--- src/design/mhf_pkg.sv ---
`timescale 1ns / 1ps
// Shared constants, codes, types and arithmetic helpers for the scaled HMM forward block.
// No dependencies; mhf_ctrl, mhf_dp and the top level import this package.
package mhf_pkg;

  localparam int MAX_STATE_COUNT_DEF = 128;
  localparam int MAX_MOTIF_COUNT_DEF = 4;
  localparam int FRAC_BITS_DEF       = 31;

  localparam int CFG_AW = 3;
  localparam int CFG_DW = 4;
  localparam int IN_DW  = 56;
  localparam int OUT_DW = 32;
  localparam int LAYW   = 8;
  localparam int ESW    = 36;

  localparam logic [1:0] CMD_LOAD_EMIS  = 2'd0;
  localparam logic [1:0] CMD_LOAD_START = 2'd1;
  localparam logic [1:0] CMD_FIRST      = 2'd2;
  localparam logic [1:0] CMD_NEXT       = 2'd3;

  localparam logic [2:0] REG_NUM_MOTIFS = 3'd0;
  localparam logic [2:0] REG_WIDTH_0    = 3'd1;
  localparam logic [2:0] REG_WIDTH_1    = 3'd2;
  localparam logic [2:0] REG_WIDTH_2    = 3'd3;
  localparam logic [2:0] REG_WIDTH_3    = 3'd4;

  localparam logic [1:0] ROLE_BKG   = 2'd0;
  localparam logic [1:0] ROLE_START = 2'd1;
  localparam logic [1:0] ROLE_CONT  = 2'd2;

  localparam logic [2:0] SYM_A       = 3'd0;
  localparam logic [2:0] SYM_C       = 3'd1;
  localparam logic [2:0] SYM_G       = 3'd2;
  localparam logic [2:0] SYM_T       = 3'd3;
  localparam logic [2:0] SYM_UNKNOWN = 3'd4;

  localparam logic [7:0] CHR_A_LO = 8'h61;
  localparam logic [7:0] CHR_A_UP = 8'h41;
  localparam logic [7:0] CHR_C_LO = 8'h63;
  localparam logic [7:0] CHR_C_UP = 8'h43;
  localparam logic [7:0] CHR_G_LO = 8'h67;
  localparam logic [7:0] CHR_G_UP = 8'h47;
  localparam logic [7:0] CHR_T_LO = 8'h74;
  localparam logic [7:0] CHR_T_UP = 8'h54;
  localparam logic [7:0] CHR_U_LO = 8'h75;
  localparam logic [7:0] CHR_U_UP = 8'h55;

  localparam int SW = 5;
  localparam logic [SW-1:0] ST_IDLE  = 5'd0;
  localparam logic [SW-1:0] ST_F_RD  = 5'd1;
  localparam logic [SW-1:0] ST_F_MUL = 5'd2;
  localparam logic [SW-1:0] ST_F_WR  = 5'd3;
  localparam logic [SW-1:0] ST_N_A0  = 5'd4;
  localparam logic [SW-1:0] ST_N_A0L = 5'd5;
  localparam logic [SW-1:0] ST_N_ER  = 5'd6;
  localparam logic [SW-1:0] ST_N_EA  = 5'd7;
  localparam logic [SW-1:0] ST_N_RD  = 5'd8;
  localparam logic [SW-1:0] ST_N_M1  = 5'd9;
  localparam logic [SW-1:0] ST_N_ADD = 5'd10;
  localparam logic [SW-1:0] ST_N_M2  = 5'd11;
  localparam logic [SW-1:0] ST_N_WR  = 5'd12;
  localparam logic [SW-1:0] ST_D_RD  = 5'd13;
  localparam logic [SW-1:0] ST_D_LD  = 5'd14;
  localparam logic [SW-1:0] ST_D_IT  = 5'd15;
  localparam logic [SW-1:0] ST_D_WR  = 5'd16;
  localparam logic [SW-1:0] ST_OUT   = 5'd17;

  typedef struct packed {
    logic [SW-1:0] state;
    logic [1:0]    role;
    logic [1:0]    motif;
    logic          in_range;
    logic          div_first;
    logic          out_load;
  } mhf_cmd_t;

  function automatic logic [31:0] qmul(logic [31:0] a, logic [31:0] b, int fb);
    logic [63:0] p;
    p = 64'(a) * 64'(b);
    p = p >> fb;
    return (|p[63:32]) ? 32'hFFFF_FFFF : p[31:0];
  endfunction

  function automatic logic [2:0] sym_of(logic [7:0] c);
    logic [2:0] s;
    unique case (c)
      CHR_A_LO, CHR_A_UP: s = SYM_A;
      CHR_C_LO, CHR_C_UP: s = SYM_C;
      CHR_G_LO, CHR_G_UP: s = SYM_G;
      CHR_T_LO, CHR_T_UP, CHR_U_LO, CHR_U_UP: s = SYM_T;
      default: s = SYM_UNKNOWN;
    endcase
    return s;
  endfunction

endpackage

--- src/design/mhf_ctrl.sv ---
`timescale 1ns / 1ps
// Controller: configuration registers, model layout walk, sequencing state machine.
// Depends on mhf_pkg; drives mhf_dp through the command struct.
module mhf_ctrl #(
  parameter int MSC = 128,
  parameter int MMC = 4,
  parameter int FB  = 31,
  localparam int SIW = $clog2(MSC)
) (
  input  logic                      clk,
  input  logic                      rst_n,
  input  logic                      cfg_we,
  input  logic [mhf_pkg::CFG_AW-1:0] cfg_addr,
  input  logic [mhf_pkg::CFG_DW-1:0] cfg_data,
  input  logic                      in_tvalid,
  output logic                      in_tready,
  input  logic [1:0]                in_cmd,
  output logic                      out_tvalid,
  input  logic                      out_tready,
  input  logic                      sum_zero,
  output mhf_pkg::mhf_cmd_t         cmd,
  output logic [SIW-1:0]            st_idx,
  output logic [SIW-1:0]            rd_idx
);
  import mhf_pkg::*;

  localparam int CNTW = $clog2(FB + 1);

  logic [SW-1:0]   state_r, state_nxt;
  logic [2:0]      num_motifs_r;
  logic [3:0]      width_r [4];
  logic [SIW-1:0]  j_r, j_nxt;
  logic [1:0]      m_r, m_nxt;
  logic            c_r, c_nxt;
  logic [3:0]      p_r, p_nxt;
  logic [LAYW-1:0] base_r, base_nxt;
  logic [CNTW-1:0] cnt_r, cnt_nxt;
  logic            out_valid_r, out_valid_nxt;

  logic [2:0]      nm_eff;
  logic [3:0]      weff [4];
  logic [LAYW-1:0] total, ns, e_idx;
  logic [3:0]      wcur;
  logic            j_in, e_ok, last_end, last_state, last_all, out_free, in_acc;
  logic [1:0]      wm_nxt;
  logic            wc_nxt;
  logic [3:0]      wp_nxt;

  always_comb begin
    if (num_motifs_r == 3'd0) begin
      nm_eff = 3'd1;
    end else if (32'(num_motifs_r) > MMC) begin
      nm_eff = 3'(MMC);
    end else begin
      nm_eff = num_motifs_r;
    end
    total = LAYW'(1);
    for (int k = 0; k < 4; k++) begin
      weff[k] = (width_r[k] == 4'd0) ? 4'd1 : width_r[k];
      if (k < 32'(nm_eff)) begin
        total = total + LAYW'({weff[k], 1'b0});
      end
    end
    ns = (32'(total) < MSC) ? total : LAYW'(MSC);
  end

  assign wcur       = weff[m_r];
  assign e_idx      = base_r + LAYW'(wcur) - LAYW'(1);
  assign e_ok       = 32'(e_idx) < 32'(ns);
  assign j_in       = 32'(j_r) < 32'(ns);
  assign last_end   = c_r && (3'(m_r) == nm_eff - 3'd1);
  assign last_state = (32'(j_r) + 1) == 32'(ns);
  assign last_all   = 32'(j_r) == (MSC - 1);
  assign out_free   = !out_valid_r || out_tready;
  assign in_tready  = (state_r == ST_IDLE);
  assign in_acc     = in_tvalid && in_tready;
  assign out_tvalid = out_valid_r;

  always_comb begin
    wm_nxt = m_r;
    wc_nxt = c_r;
    wp_nxt = p_r;
    if (j_r == '0) begin
      wm_nxt = '0;
      wc_nxt = 1'b0;
      wp_nxt = '0;
    end else if (p_r + 4'd1 == wcur) begin
      wp_nxt = '0;
      if (c_r) begin
        wc_nxt = 1'b0;
        wm_nxt = m_r + 2'd1;
      end else begin
        wc_nxt = 1'b1;
      end
    end else begin
      wp_nxt = p_r + 4'd1;
    end
  end

  always_comb begin
    state_nxt     = state_r;
    j_nxt         = j_r;
    m_nxt         = m_r;
    c_nxt         = c_r;
    p_nxt         = p_r;
    base_nxt      = base_r;
    cnt_nxt       = cnt_r;
    out_valid_nxt = out_valid_r;
    if (out_valid_r && out_tready) begin
      out_valid_nxt = 1'b0;
    end
    unique case (state_r)
      ST_IDLE: begin
        j_nxt = '0;
        if (in_acc && in_cmd == CMD_FIRST) begin
          state_nxt = ST_F_RD;
        end else if (in_acc && in_cmd == CMD_NEXT) begin
          state_nxt = ST_N_A0;
        end
      end
      ST_F_RD:  state_nxt = ST_F_MUL;
      ST_F_MUL: state_nxt = ST_F_WR;
      ST_F_WR: begin
        if (last_all) begin
          state_nxt = ST_OUT;
        end else begin
          j_nxt     = j_r + 1'b1;
          m_nxt     = wm_nxt;
          c_nxt     = wc_nxt;
          p_nxt     = wp_nxt;
          state_nxt = ST_F_RD;
        end
      end
      ST_N_A0: state_nxt = ST_N_A0L;
      ST_N_A0L: begin
        base_nxt  = LAYW'(1);
        m_nxt     = '0;
        c_nxt     = 1'b0;
        state_nxt = ST_N_ER;
      end
      ST_N_ER: state_nxt = ST_N_EA;
      ST_N_EA: begin
        if (last_end) begin
          j_nxt     = '0;
          m_nxt     = '0;
          c_nxt     = 1'b0;
          p_nxt     = '0;
          state_nxt = ST_N_RD;
        end else begin
          base_nxt = base_r + LAYW'(wcur);
          if (c_r) begin
            c_nxt = 1'b0;
            m_nxt = m_r + 2'd1;
          end else begin
            c_nxt = 1'b1;
          end
          state_nxt = ST_N_ER;
        end
      end
      ST_N_RD:  state_nxt = ST_N_M1;
      ST_N_M1:  state_nxt = ST_N_ADD;
      ST_N_ADD: state_nxt = ST_N_M2;
      ST_N_M2:  state_nxt = ST_N_WR;
      ST_N_WR: begin
        if (last_state) begin
          j_nxt     = '0;
          state_nxt = ST_D_RD;
        end else begin
          j_nxt     = j_r + 1'b1;
          m_nxt     = wm_nxt;
          c_nxt     = wc_nxt;
          p_nxt     = wp_nxt;
          state_nxt = ST_N_RD;
        end
      end
      ST_D_RD: begin
        state_nxt = (sum_zero || !j_in) ? ST_D_WR : ST_D_LD;
      end
      ST_D_LD: begin
        cnt_nxt   = '0;
        state_nxt = ST_D_IT;
      end
      ST_D_IT: begin
        cnt_nxt = cnt_r + 1'b1;
        if (cnt_r == CNTW'(FB)) begin
          state_nxt = ST_D_WR;
        end
      end
      ST_D_WR: begin
        if (last_all) begin
          state_nxt = ST_OUT;
        end else begin
          j_nxt     = j_r + 1'b1;
          state_nxt = ST_D_RD;
        end
      end
      ST_OUT: begin
        if (out_free) begin
          out_valid_nxt = 1'b1;
          state_nxt     = ST_IDLE;
        end
      end
      default: state_nxt = ST_IDLE;
    endcase
  end

  always_comb begin
    cmd.state     = state_r;
    cmd.role      = (j_r == '0) ? ROLE_BKG : ((p_r == 4'd0) ? ROLE_START : ROLE_CONT);
    cmd.motif     = m_r;
    cmd.in_range  = (state_r == ST_N_ER || state_r == ST_N_EA) ? e_ok : j_in;
    cmd.div_first = (cnt_r == '0);
    cmd.out_load  = (state_r == ST_OUT) && out_free;
    st_idx        = j_r;
    if (state_r == ST_N_ER) begin
      rd_idx = SIW'(e_idx);
    end else if (state_r == ST_N_RD) begin
      rd_idx = j_r - 1'b1;
    end else begin
      rd_idx = j_r;
    end
  end

  always_ff @(posedge clk) begin
    if (!rst_n) begin
      state_r      <= ST_IDLE;
      num_motifs_r <= 3'd1;
      for (int k = 0; k < 4; k++) begin
        width_r[k] <= 4'd1;
      end
      j_r         <= '0;
      m_r         <= '0;
      c_r         <= 1'b0;
      p_r         <= '0;
      base_r      <= LAYW'(1);
      cnt_r       <= '0;
      out_valid_r <= 1'b0;
    end else begin
      state_r     <= state_nxt;
      j_r         <= j_nxt;
      m_r         <= m_nxt;
      c_r         <= c_nxt;
      p_r         <= p_nxt;
      base_r      <= base_nxt;
      cnt_r       <= cnt_nxt;
      out_valid_r <= out_valid_nxt;
      if (cfg_we) begin
        unique case (cfg_addr)
          REG_NUM_MOTIFS: num_motifs_r <= cfg_data[2:0];
          REG_WIDTH_0:    width_r[0]   <= cfg_data;
          REG_WIDTH_1:    width_r[1]   <= cfg_data;
          REG_WIDTH_2:    width_r[2]   <= cfg_data;
          REG_WIDTH_3:    width_r[3]   <= cfg_data;
          default: ;
        endcase
      end
    end
  end

  a_wr_in_layout: assert property (@(posedge clk) disable iff (!rst_n)
    (state_r == ST_N_WR) |-> j_in)
    else $error("state write beyond layout");

  a_div_bound: assert property (@(posedge clk) disable iff (!rst_n)
    (state_r == ST_D_IT) |-> (32'(cnt_r) <= FB))
    else $error("division ran past its bit count");

  a_motif_walk: assert property (@(posedge clk) disable iff (!rst_n)
    (state_r == ST_N_RD && j_r != '0) |-> (3'(m_r) < nm_eff))
    else $error("chain walk left the motif list");

  a_result_post: assert property (@(posedge clk) disable iff (!rst_n)
    (state_r == ST_OUT && out_free) |=> (out_valid_r && state_r == ST_IDLE))
    else $error("result not posted");

endmodule

--- config.mk ---
export PLATFORM = sky130hd
export DESIGN_NAME = mhf_ctrl
export DESIGN_NICKNAME = d
export VERILOG_FILES = /design/src/design/mhf_pkg.sv /design/src/design/mhf_ctrl.sv
export SDC_FILE = /design/constraint.sdc
export NUM_CORES = 1
export LEC_CHECK = 0
export BUFFER_PORTS_ARGS = -buffer_cell sky130_fd_sc_hd__buf_2
export CORE_MARGIN = 1
export CORE_UTILIZATION = 45
export CTS_CLUSTER_SIZE = 10
export DETAILED_ROUTE_END_ITERATION = 6
export GPL_ROUTABILITY_DRIVEN = 1
export HOLD_SLACK_MARGIN = 0.05
export PLACE_DENSITY = 0.7
export REMOVE_ABC_BUFFERS = 1
export SYNTH_ARGS = -nofsm -noshare
export SYNTH_HDL_FRONTEND = slang
export SYNTH_SLANG_ARGS = --single-unit
--- constraint.sdc ---
create_clock -name clk -period 20.2 [get_ports clk]
set_clock_uncertainty 0.1 [all_clocks]
set_input_delay 5.05 -clock clk [delete_from_list [all_inputs] [get_ports clk]]
set_output_delay 5.05 -clock clk [all_outputs]
set_load 0.01 [all_outputs]
---- After elaboration in Yosys (flattened, before gate mapping) ----
Memories as Yosys holds them, arrays and structs flattened.
Cells that the tools add are included.
storage, ports and cells
  bits in registers ....................... 36
  latch bits .............................. 0
  bits in writable memories ............... 16
  ROM bits ................................ 0
  input port bits ......................... 15
  word-level logic and storage cells ...... 186
  memories ................................ 1
memories
  name     depth  width  rd ports  clocked after Yosys merged registers in  write ports  RTL line        text
  width_r  4      4      4         0                                        4            mhf_ctrl.sv:31  logic [3:0] width_r [4];
operators by class
  add/sub/neg operators ................... 13
  multiply operators ...................... 0
  divide/modulo/power cells ............... 0
  magnitude comparators ................... 9
  eq/ne operators ......................... 36
  shift operators ......................... 0
  muxes and demuxes ....................... 80
  bitwise gates (word level) .............. 5
  reductions and logical operators ........ 33
operators with widths
  cell                                                                   count
  5-bit one-hot mux with 18 select lines                                 1
  4-bit 2-to-1 mux                                                       16
  5-bit by 4-bit equality test with 1-bit output, second input constant  8
  8-bit 2-to-1 mux                                                       5
  5-bit 2-to-1 mux                                                       7
  7-bit 2-to-1 mux                                                       5
  7-bit one-hot mux with 4 select lines                                  1
  1-bit 2-to-1 mux                                                       27
  8-bit by 5-bit adder with 8-bit output                                 3
  5-bit by 3-bit equality test with 1-bit output, second input constant  4
  4-bit zero test                                                        5
  2-bit 2-to-1 mux                                                       8
  8-bit one-hot mux with 2 select lines                                  1
  5-bit equality test, second input constant                             3
  2-bit inequality test, second input constant                           7
  4-bit one-hot mux with 3 select lines                                  1
  5-bit by 2-bit equality test with 1-bit output, second input constant  2
  5-bit zero test                                                        2
  5-bit one-hot mux with 2 select lines                                  1
  3-bit 2-to-1 mux                                                       3
  3-bit AND reduction                                                    3
  7-bit by 1-bit adder with 8-bit output, second input constant          1
  8-bit by 4-bit adder with 8-bit output                                 1
  4-bit binary-select mux with 2-bit select                              1
  41 further kinds                                                       60

---- Depth between registers and ports, before layout ----
Gate-level depths: netlist (run 1).
  depth in word-level cells ............... 18
  mapped depth ............................ 28
  mapped depth without buffers ............ 27

---- Least setup slack after synthesis (run 1) ----
Ideal clock, no wire load.
  path type ............................... input -> output
  start ................................... in out_tready
  end ..................................... out cmd[0] in the netlist's numbering
  arrival ................................. 5251 ps
  setup slack ............................. 9799 ps
  stages on the path ...................... 2
  path buffers ............................ 0
  cells stage by stage .................... nor2b_1 nor2_1
RTL lines
  element             RTL line        text
  start: declaration  mhf_ctrl.sv:19  input logic out_tready,
  end: declaration    mhf_ctrl.sv:21  output mhf_pkg::mhf_cmd_t cmd,

==> results.cfg, run 1 <==
[floorplanning]
die_y_um = 106.1
core_area_mm2 = 0.01042
core.rowCount = 37
start_util_pct = 46.80
die-area_mm2 = 0.01125
die_w_um = 106.1
io_pins = 43

[route]
drt_pass1_iterations = 6
drt_first_iter_violations = 319
vias_per_cell = 5.876
route.detailed.drc = 0
postRouteAntennaNets = 0
routed_wl_um = 12310
vias = 4489
routedWlPerCell_um = 16.11

[clock_tree]
cts_buffer_depth = 2
cts_tree = done
cts_hold_buf = 0
h-tree-depth = 2
cts_made_buffers = 5
cts_resized = 0
cts_setup_buffers = 0
clkLatencyLatePin_ps = 310
clock_sinks = 52
clk_pin_slew_ps = 90
root_buffer = clkbuf_8

[place]
routabilityCongestion = 0.8795
placed_area_mm2 = 0.005089
dp_cells = 756
pre_cts_ws_ps = 9475
dpl.hpwl_um = 9530
port_buffers = 42

[power_and_ir_drop]
total_leakage_power_nw = 2.098
power.total_uw = 337.6
p_per_area_mw_per_mm2 = 64.92
ir_worst_vdd_mv = 0.04812

[finish]
design_area_mm2 = 0.005200
drive_gt1_share_pct = 11.78
diodes = 0
post-route-util_pct = 49.92
final_nets = 685
final.fill_count = 1003
fin_cells = 764
syn_to_final_growth_pct = 6.674

[worst_setup_path]
max_stage_delay_ps = 500
crit_arrival_ps = 5960
path_delay_family = compound AO/OA/AOI/OAI gates
path_class = register to output port
worstPathMaxFanout = 9
critPathSlowestCell = fa_1
reg2reg_slack_ps = 13650
cp-end-kind = output port
crit_required_ps = 15050
path_buf_inv = 3
start_kind = register

[timing]
final.period_utilization_pct = 54.98
rsz0062_at_grt = false
max_slew_margin_pct = 35.25
setup_tns_ps = 0
final_critical_path_setup_slack_ps = 9093
fmax_ghz = 0.09003
hold_viol_final = 0
drv_slew = 0
setup_violations = 0
min_period_ps = 11110
worstMarginPinSlew_ps = 971.3
hold_ws_ps = 392.9

[global_route]
grt_max_degree = 29
grt_pass1_wl_um = 20540
grt_antenna_before_repair = 0
grt_usage_pct = 22.53
grt_pass1_vias = 4253
gr-total-overflow = 0

[synthesis]
ys_seq_area_share_pct = 24.64
synth_cells = 619
ys_ff_latch = 52
avgSynthCellArea_um2 = 7.875
synth_area_mm2 = 0.004875
synth.distinct_cells = 70
ys.flop_type = dfxtp_1
ys_async_sr_fraction_pct = 0
synth_edf_count = 16
yosys_warnings = 0

[job]
max_cap_violations = 0

[status]
status = finished clean

[worst_hold_path]
min_path_type = register to register
[cells by family after synthesis]
| family | after synthesis | synth area share [%] |
|---|---|---|
| compound gates | 141 | 19.17 |
| mux | 19 | 5.031 |
| flops | 52 | 24.64 |
| xor+xnor | 41 | 7.803 |
| buf+inv | 68 | 5.570 |
| fa+ha+maj | 43 | 11.65 |
| simple gates | 255 | 26.13 |
[path summary, 6_finish.rpt]
| check | startpoint | endpoint | cells after the start |
|---|---|---|---|
| max | width_r[0][1]$_SDFFCE_PN0P_ | cmd[2] | 28 |
| min | p_r[3]$_SDFFE_PN0P_ | p_r[3]$_SDFFE_PN0P_ | 2 |
| max reg2reg | width_r[0][1]$_SDFFCE_PN0P_ | st_idx[5]$_SDFFE_PN0P_ | 25 |
| min reg2reg | p_r[3]$_SDFFE_PN0P_ | p_r[3]$_SDFFE_PN0P_ | 2 |
[cells in the mapped netlist, types with 5 or more instances]
cell / count / share of area, %
a21o_1: 8 / 1.2
nand3b_1: 5 / 0.77
edfxtp_1: 16 / 9.9
inv_1: 25 / 1.9
xnor2_1: 22 / 4.0
nor2_1: 61 / 4.7
nand3_1: 25 / 2.6
nor2b_1: 7 / 0.90
xor2_1: 17 / 3.1
and2_1: 14 / 1.8
dfxtp_1: 36 / 15
mux2i_1: 11 / 2.3
clkbuf_1: 34 / 2.6
nand2b_1: 8 / 1.0
nor3_1: 19 / 2.0
nand2_1: 62 / 4.8
a21oi_1: 42 / 4.3
o21ai_0: 29 / 3.0
o21a_1: 8 / 1.2
or3_1: 12 / 1.5
a211oi_1: 9 / 1.4
nand4_1: 7 / 0.90
and3_1: 9 / 1.2
ha_1: 39 / 10
nor4b_1: 5 / 0.90
[metal layers]
layer | track usage, % | routed length (um) | vias to the layer above | share of wire, %
met5 | 0 | 0 | - | 0
met4 | 6.845 | 295 | 0 | 2.4
met3 | 3.004 | 582 | 34 | 4.7
met2 | 37.49 | 5579 | 149 | 45
met1 | 30.31 | 5851 | 2092 | 48
li1 | - | - | 2214 | -
[cells in the final DEF (no fill, tap or decap), types with 5 or more instances in the layout]
cell / count
xor2_1: 17
mux2i_1: 11
a21o_1: 8
inv_1: 26
nor2_1: 61
edfxtp_1: 16
xnor2_1: 22
dfxtp_1: 36
buf_2: 42
o21a_1: 8
nand4_1: 7
nor4b_1: 5
nor2b_1: 7
nor3_1: 19
nand2_1: 62
or3_1: 12
and3_1: 9
a211oi_1: 9
a21oi_1: 42
clkbuf_8: 5
nand3b_1: 5
o21ai_0: 29
nand2b_1: 8
nand3_1: 25
and2_1: 14
ha_1: 39
[flip-flops by register name, summed over array words and instances, names as in the netlist]
name          count
st_idx            7
m_r               2
c_r               1
base_r            8
p_r               4
cnt_r             5
width_r          16
out_tvalid        1
num_motifs_r      3
state_r           5
[where the power goes]
| group | total (mW) | internal [mW] | switching (mW) |
|---|---|---|---|
| Sequential | 0.132 | 0.113 | 0.0185 |
| Clock | 0.0728 | 0.0370 | 0.0359 |
| Combinational | 0.133 | 0.0526 | 0.0804 |
[cell type report]
| cell class | instances | area (um^2) | area share, % |
|---|---|---|---|
| timing repair buffer | 43 | 217.7 | 4.187 |
| tap | 136 | 170.2 | 3.272 |
| clock inverter | 3 | 42.54 | 0.8181 |
| multi-input combinational | 499 | 3402 | 65.42 |
| clock buffer | 5 | 68.82 | 1.323 |
| sequential | 52 | 1201 | 23.10 |
| inverter | 26 | 97.59 | 1.877 |
[worst register-to-register path: cells and delay by family (launching register included)]
| kind | cells | cell delay (ps) |
|---|---|---|
| simple gates | 8 | 1910 |
| flops | 1 | 480 |
| buf+inv | 2 | 110 |
| mux | 1 | 130 |
| compound gates | 9 | 1960 |
| fa+ha+maj | 5 | 1680 |
No activity file was read; power rests on OpenSTA's default activity.
==> run 2, diff against run 1 <==
Settings changed: PLACE_DENSITY 0.7 to 0.72.
Clock period 20.2 ns to 8.95 ns, I/O delays scaled along.
==> run 2 against run 1 <==
Die area stayed put. Setup slack worse by 8400 ps. Cell area is 0.14% higher. Register-to-register slack worse by 11000 ps. First-iteration DRC count is 7.2% higher. Wire length is 0.28% lower. Core utilization is 0.072 points higher. Critical path depth stayed put. Clock-buffer cell count is 1 higher. Combinational power is 130% higher. Critical endpoint unchanged.
==> results.cfg, run 2 (same netlist as run 1, synthesis figures left out) <==
[status]
status = finished clean

[floorplanning]
start_util_pct = 46.80
core.rowCount = 37
die-area_mm2 = 0.01125
io_pins = 43
core_area_mm2 = 0.01042
die_y_um = 106.1
die_w_um = 106.1

[finish]
regMostFlops = width_r
regArea_mm2 = 0.001201
final.fill_count = 1007
mostFrequentLayoutCells = 62 x nand2_1, 61 x nor2_1, 42 x a21oi_1, 42 x buf_2, 39 x ha_1
layout_commonest_cell = nand2_1
drive_gt1_share_pct = 11.92
diodes = 0
multiInputGateArea_mm2 = 0.003402
largest_register_ffs = 16
final_nets = 686
syn_to_final_growth_pct = 6.827

[clock_tree]
clock_sinks = 52
cts_buffer_depth = 2
cts_hold_buf = 0
root_buffer = clkbuf_8
cts_tree = done
h-tree-depth = 2
clkLatencyLatePin_ps = 310
clk_pin_slew_ps = 100
cts_resized = 0
cts_made_buffers = 5
cts_setup_buffers = 0

[route]
route.detailed.drc = 0
vias_per_cell = 5.922
routed_wl_um = 12270
postRouteAntennaNets = 0
drt_pass1_iterations = 5
drt_first_iter_violations = 342
routedWlPerCell_um = 16.04
vias = 4530

[timing]
final.period_utilization_pct = 91.71
fmax_ghz = 0.1218
setup_violations = 0
hold_ws_ps = 381.3
rsz0062_at_grt = false
drv_slew = 0
max_slew_margin_pct = 32.63
min_period_ps = 8208
worstMarginPinSlew_ps = 1010
hold_viol_final = 0
setup_tns_ps = 0

[place]
port_buffers = 42
dpl.hpwl_um = 9401
routabilityCongestion = 0.9146

[power_and_ir_drop]
pwr-share-clk_pct = 21.9
p_per_area_mw_per_mm2 = 147.6
switchingPower_uw = 309.2
total_leakage_power_nw = 2.099
p_sw_share_pct = 40.24
ir_worst_vdd_mv = 0.08673
power.total_uw = 768.4
power_frac_seq_pct = 38.7
intPower_uw = 459.2
power_frac_comb_pct = 39.4

[global_route]
grt_antenna_before_repair = 0
grt_pass1_vias = 4220
grt_pass1_wl_um = 20280
gr-total-overflow = 0
grt_usage_pct = 22.17
grt_max_degree = 29

[worst_setup_path]
max_stage_delay_ps = 500
crit_arrival_ps = 5870
path_class = register to output port
start_kind = register
critPathSlowestCell = fa_1
crit_required_ps = 6610
cp-end-kind = output port
worstPathMaxFanout = 9

[job]
max_cap_violations = 0

[worst_hold_path]
min_path_type = register to register
run 2: changes by cell type in the layout (fill, tap and decap cells not counted), sizes merged:
cell / delta
inv: -1
buf: +1
clkbuf: +1
run 2: path summary, 6_finish.rpt:
| path | from | to | slack [ps] | cells past startpoint |
|---|---|---|---|---|
| worst max-delay path | width_r[0][1]$_SDFFCE_PN0P_ | cmd[2] | 740 | 28 |
| worst min-delay path | cnt_r[4]$_SDFFE_PN0P_ | cnt_r[4]$_SDFFE_PN0P_ | 380 | 2 |
| worst max register to register | width_r[0][1]$_SDFFCE_PN0P_ | st_idx[4]$_SDFFE_PN0P_ | 2490 | 25 |
| worst min register to register | cnt_r[4]$_SDFFE_PN0P_ | cnt_r[4]$_SDFFE_PN0P_ | 380 | 2 |
run 2: cell type report:
class | count | area share (%)
Clock buffer | 6 | 1.394
Clock inverter | 2 | 0.7448
Inverter | 26 | 1.874
Multi-Input combinational cell | 499 | 65.33
Sequential cell | 52 | 23.07
Tap cell | 136 | 3.268
Timing Repair Buffer | 44 | 4.325
run 2: stage by stage:
stage | util [%] | worst slack, ps | area, um^2 | std cells
floorplan | - | 1742 | 4701 | 577
global placement | 48.92 | 1366 | 5096 | 757
detailed placement | 48.92 | 1123 | 5096 | 757
CTS | 49.99 | 782.5 | 5207 | 765
global route | 49.99 | 245.6 | 5207 | 765
finish | 49.99 | 742.4 | 5207 | 765
run 2: power by group through the flow:
stage	clock network (mW)	registers [mW]	logic [mW]
global placement	0	0.300	0.289
finish	0.168	0.297	0.303
CTS	0.171	0.295	0.298
floorplan	0	0.292	0.216
global route	0.178	0.301	0.338
detailed placement	0	0.301	0.295
run 2: worst max-delay path: cells and delay by family, from the launching register on:
family	cells	cell delay, ps
AND/OR/NAND/NOR	9	1330
flip-flops	1	470
adder cells (fa/ha/maj)	5	1580
AO/OA/AOI/OAI	11	1870
buffers and inverters	3	300
run 2: metal layers:
metal,vias up,global-route usage (%),share of wire [%]
met2,148,37.58,45
met4,0,6.250,2.0
met3,23,2.514,6.2
met5,-,0,0
li1,2224,-,-
met1,2135,29.74,46
==> run 3, diff against run 2 <==
--- a/config.mk
+++ b/config.mk
@@ -8,10 +8,11 @@
 export BUFFER_PORTS_ARGS = -buffer_cell sky130_fd_sc_hd__buf_2
 export CORE_MARGIN = 1
-export CORE_UTILIZATION = 45
+export CORE_UTILIZATION = 55
+export CTS_BUF_LIST = sky130_fd_sc_hd__clkbuf_8
 export CTS_CLUSTER_SIZE = 10
 export DETAILED_ROUTE_END_ITERATION = 6
 export GPL_ROUTABILITY_DRIVEN = 1
 export HOLD_SLACK_MARGIN = 0.05
-export PLACE_DENSITY = 0.72
+export PLACE_DENSITY = 0.84
 export REMOVE_ABC_BUFFERS = 1
 export SYNTH_ARGS = -nofsm -noshare
--- a/constraint.sdc
+++ b/constraint.sdc
@@ -3,3 +3,3 @@
 set_input_delay 2.2375 -clock clk [delete_from_list [all_inputs] [get_ports clk]]
 set_output_delay 2.2375 -clock clk [all_outputs]
-set_load 0.01 [all_outputs]
+set_load 0.1 [all_outputs]
==> run 3 against run 2 <==
Non-clock buffer count stayed put. First-iteration DRC count is 7.6% higher. Core utilization is 12 points higher. Wire length is 1.3% lower. Final cell count is 4.1% lower. Sequential cell count stayed put. Setup slack worse by 260 ps. Sequential power hardly changed. Critical path depth stayed put. Clock-buffer cell count is 1 lower. Register-to-register slack hardly changed. Die area is 18% lower. Largest cell class unchanged. Largest power group unchanged.
==> results.cfg, run 3 (same netlist as run 1, synthesis figures left out) <==
[global_route]
gr-total-overflow = 0
grt_usage_pct = 27.75
grt_pass1_wl_um = 19840
grt_antenna_before_repair = 0
grt_pass1_vias = 4299
grt_max_degree = 30

[route]
postRouteAntennaNets = 0
routedWlPerCell_um = 16.50
drt_pass1_iterations = 5
drt_first_iter_violations = 368
vias = 4589
route.detailed.drc = 0
routed_wl_um = 12110
vias_per_cell = 6.252

[status]
status = finished clean

[worst_setup_path]
critPathSlowestCell = fa_1
start_kind = register
reg2reg_slack_ps = 2480
path_class = register to output port
crit_arrival_ps = 6130
r2r_cells = 25
path_delay_family = compound AO/OA/AOI/OAI gates
path_buf_inv = 3
crit_required_ps = 6610
cp-end-kind = output port
regToRegEndpoint = st_idx[0]$_SDFFE_PN0P_
worstPathMaxFanout = 9
max_stage_delay_ps = 520
r2r-start = width_r[0][1]$_SDFFCE_PN0P_

[finish]
mostFrequentLayoutCells = 62 x nand2_1, 61 x nor2_1, 42 x a21oi_1
fin_cells = 734
regMostFlops = width_r
layout_commonest_cell = nand2_1
drive_gt1_share_pct = 11.92
final.fill_count = 744
diodes = 0
post-route-util_pct = 61.70
syn_to_final_growth_pct = 6.083
final_nets = 686
largest_register_ffs = 16

[timing]
worstMarginPinSlew_ps = 993.9
setup_tns_ps = 0
rsz0062_at_grt = false
final_critical_path_setup_slack_ps = 484.5
final.period_utilization_pct = 94.59
fmax_ghz = 0.1181
hold_viol_final = 0
min_period_ps = 8465
max_slew_margin_pct = 33.74
setup_violations = 0
drv_slew = 0

[clock_tree]
clkLatencyLatePin_ps = 320
root_buffer = clkbuf_8
h-tree-depth = 2
clock_sinks = 52
cts_setup_buffers = 0
cts_buffer_depth = 2
cts_tree = done
cts_made_buffers = 5
clk_pin_slew_ps = 100

[place]
pre_cts_ws_ps = 808.0
port_buffers = 42
dp_cells = 726
routabilityCongestion = 1.029
dpl.hpwl_um = 9396

[worst_hold_path]
worstHoldPathCells = 2
min_path_type = register to register
whs_endpoint = cnt_r[4]$_SDFFE_PN0P_
hp-start = cnt_r[4]$_SDFFE_PN0P_

[floorplanning]
core_area_mm2 = 0.008382
io_pins = 43
die-area_mm2 = 0.009244
die_y_um = 96.15
core.rowCount = 33
die_w_um = 96.15
start_util_pct = 58.16

[job]
max_cap_violations = 0

[power_and_ir_drop]
p_per_area_mw_per_mm2 = 168.8
ir_worst_vdd_mv = 0.09027
total_leakage_power_nw = 2.105
power.total_uw = 873.0
[run 3: cell types whose count changed in the layout (fill, tap and decap cells not counted), sizes merged]
| cell | before | now |
|---|---|---|
| buf | 44 | 43 |
| inv | 27 | 28 |
[run 3: metal layers]
metal | up-vias | part of all wire, % | GRT usage (%) | routed length [um]
met2 | 169 | 48 | 46.63 | 5797
li1 | 2212 | - | - | -
met1 | 2187 | 43 | 34.85 | 5209
met4 | 0 | 2.4 | 10.95 | 292
met5 | - | 0 | 0 | 0
met3 | 21 | 6.7 | 5.292 | 813
[run 3: power breakdown]
| part | leakage [nW] | switching [mW] | internal [mW] |
|---|---|---|---|
| Clock | 0.0599 | 0.0865 | 0.0835 |
| Sequential | 0.446 | 0.0428 | 0.256 |
| Combinational | 1.60 | 0.285 | 0.119 |
[run 3: timing repair]
action | 4_1_cts | 5_1_grt
hold buffers | 0 | 0
endpoints found under the setup margin | 0 | 1
resized for setup | 0 | 1
[run 3: cell type report]
| cell class | instances | area (um^2) | share of cell area (%) |
|---|---|---|---|
| Timing Repair Buffer | 44 | 227.7 | 4.404 |
| Tap cell | 105 | 131.4 | 2.541 |
| Inverter | 26 | 97.59 | 1.887 |
| Sequential cell | 52 | 1201 | 23.23 |
| Multi-Input combinational cell | 499 | 3402 | 65.79 |
| Clock inverter | 3 | 42.54 | 0.8226 |
| Clock buffer | 5 | 68.82 | 1.331 |
[run 3: stage by stage]
step | instance area (um^2) | hold slack [ps]
3_5_place_dp | 5057 | 378.9
2_1_floorplan | 4701 | 349.7
3_3_place_gp | 5057 | 362.6
4_1_cts | 5169 | 392.5
6_report | 5171 | 395.4
5_1_grt | 5171 | 427.6
[run 3: worst max-delay path by stage]
| stage | slack (ps) | cells after the start | start | end |
|---|---|---|---|---|
| final | 480 | 28 | width_r[0][1]$_SDFFCE_PN0P_ | cmd[2] |
| after global routing | 20 | 28 | width_r[0][1]$_SDFFCE_PN0P_ | cmd[2] |
| after CTS | 460 | 28 | width_r[0][1]$_SDFFCE_PN0P_ | cmd[2] |
| after detailed placement | 810 | 28 | width_r[0][1]$_SDFFCE_PN0P_ | cmd[2] |
| after global placement | 1080 | 28 | width_r[0][1]$_SDFFCE_PN0P_ | cmd[2] |
| after floorplan | 4 | 22 | width_r[0][1]$_SDFFCE_PN0P_ | cmd[2] |
[run 3: worst reg2reg max path: stages, from the launching register on]
cell,delay [ps]
edfxtp_1,490
nor3_1,90
nor2_1,190
inv_2,60
ha_1,210
fa_1,520
inv_1,60
o21ai_0,300
ha_1,300
a211oi_1,330
or3_1,180
a21oi_1,70
a21o_1,180
ha_1,330
o21ai_0,110
a21oi_2,190
nand3_1,150
or2_1,360
ha_1,330
or3_1,370
mux2i_1,130
nand4_1,90
or4_4,460
a21oi_2,250
o221a_2,350
o32ai_1,110
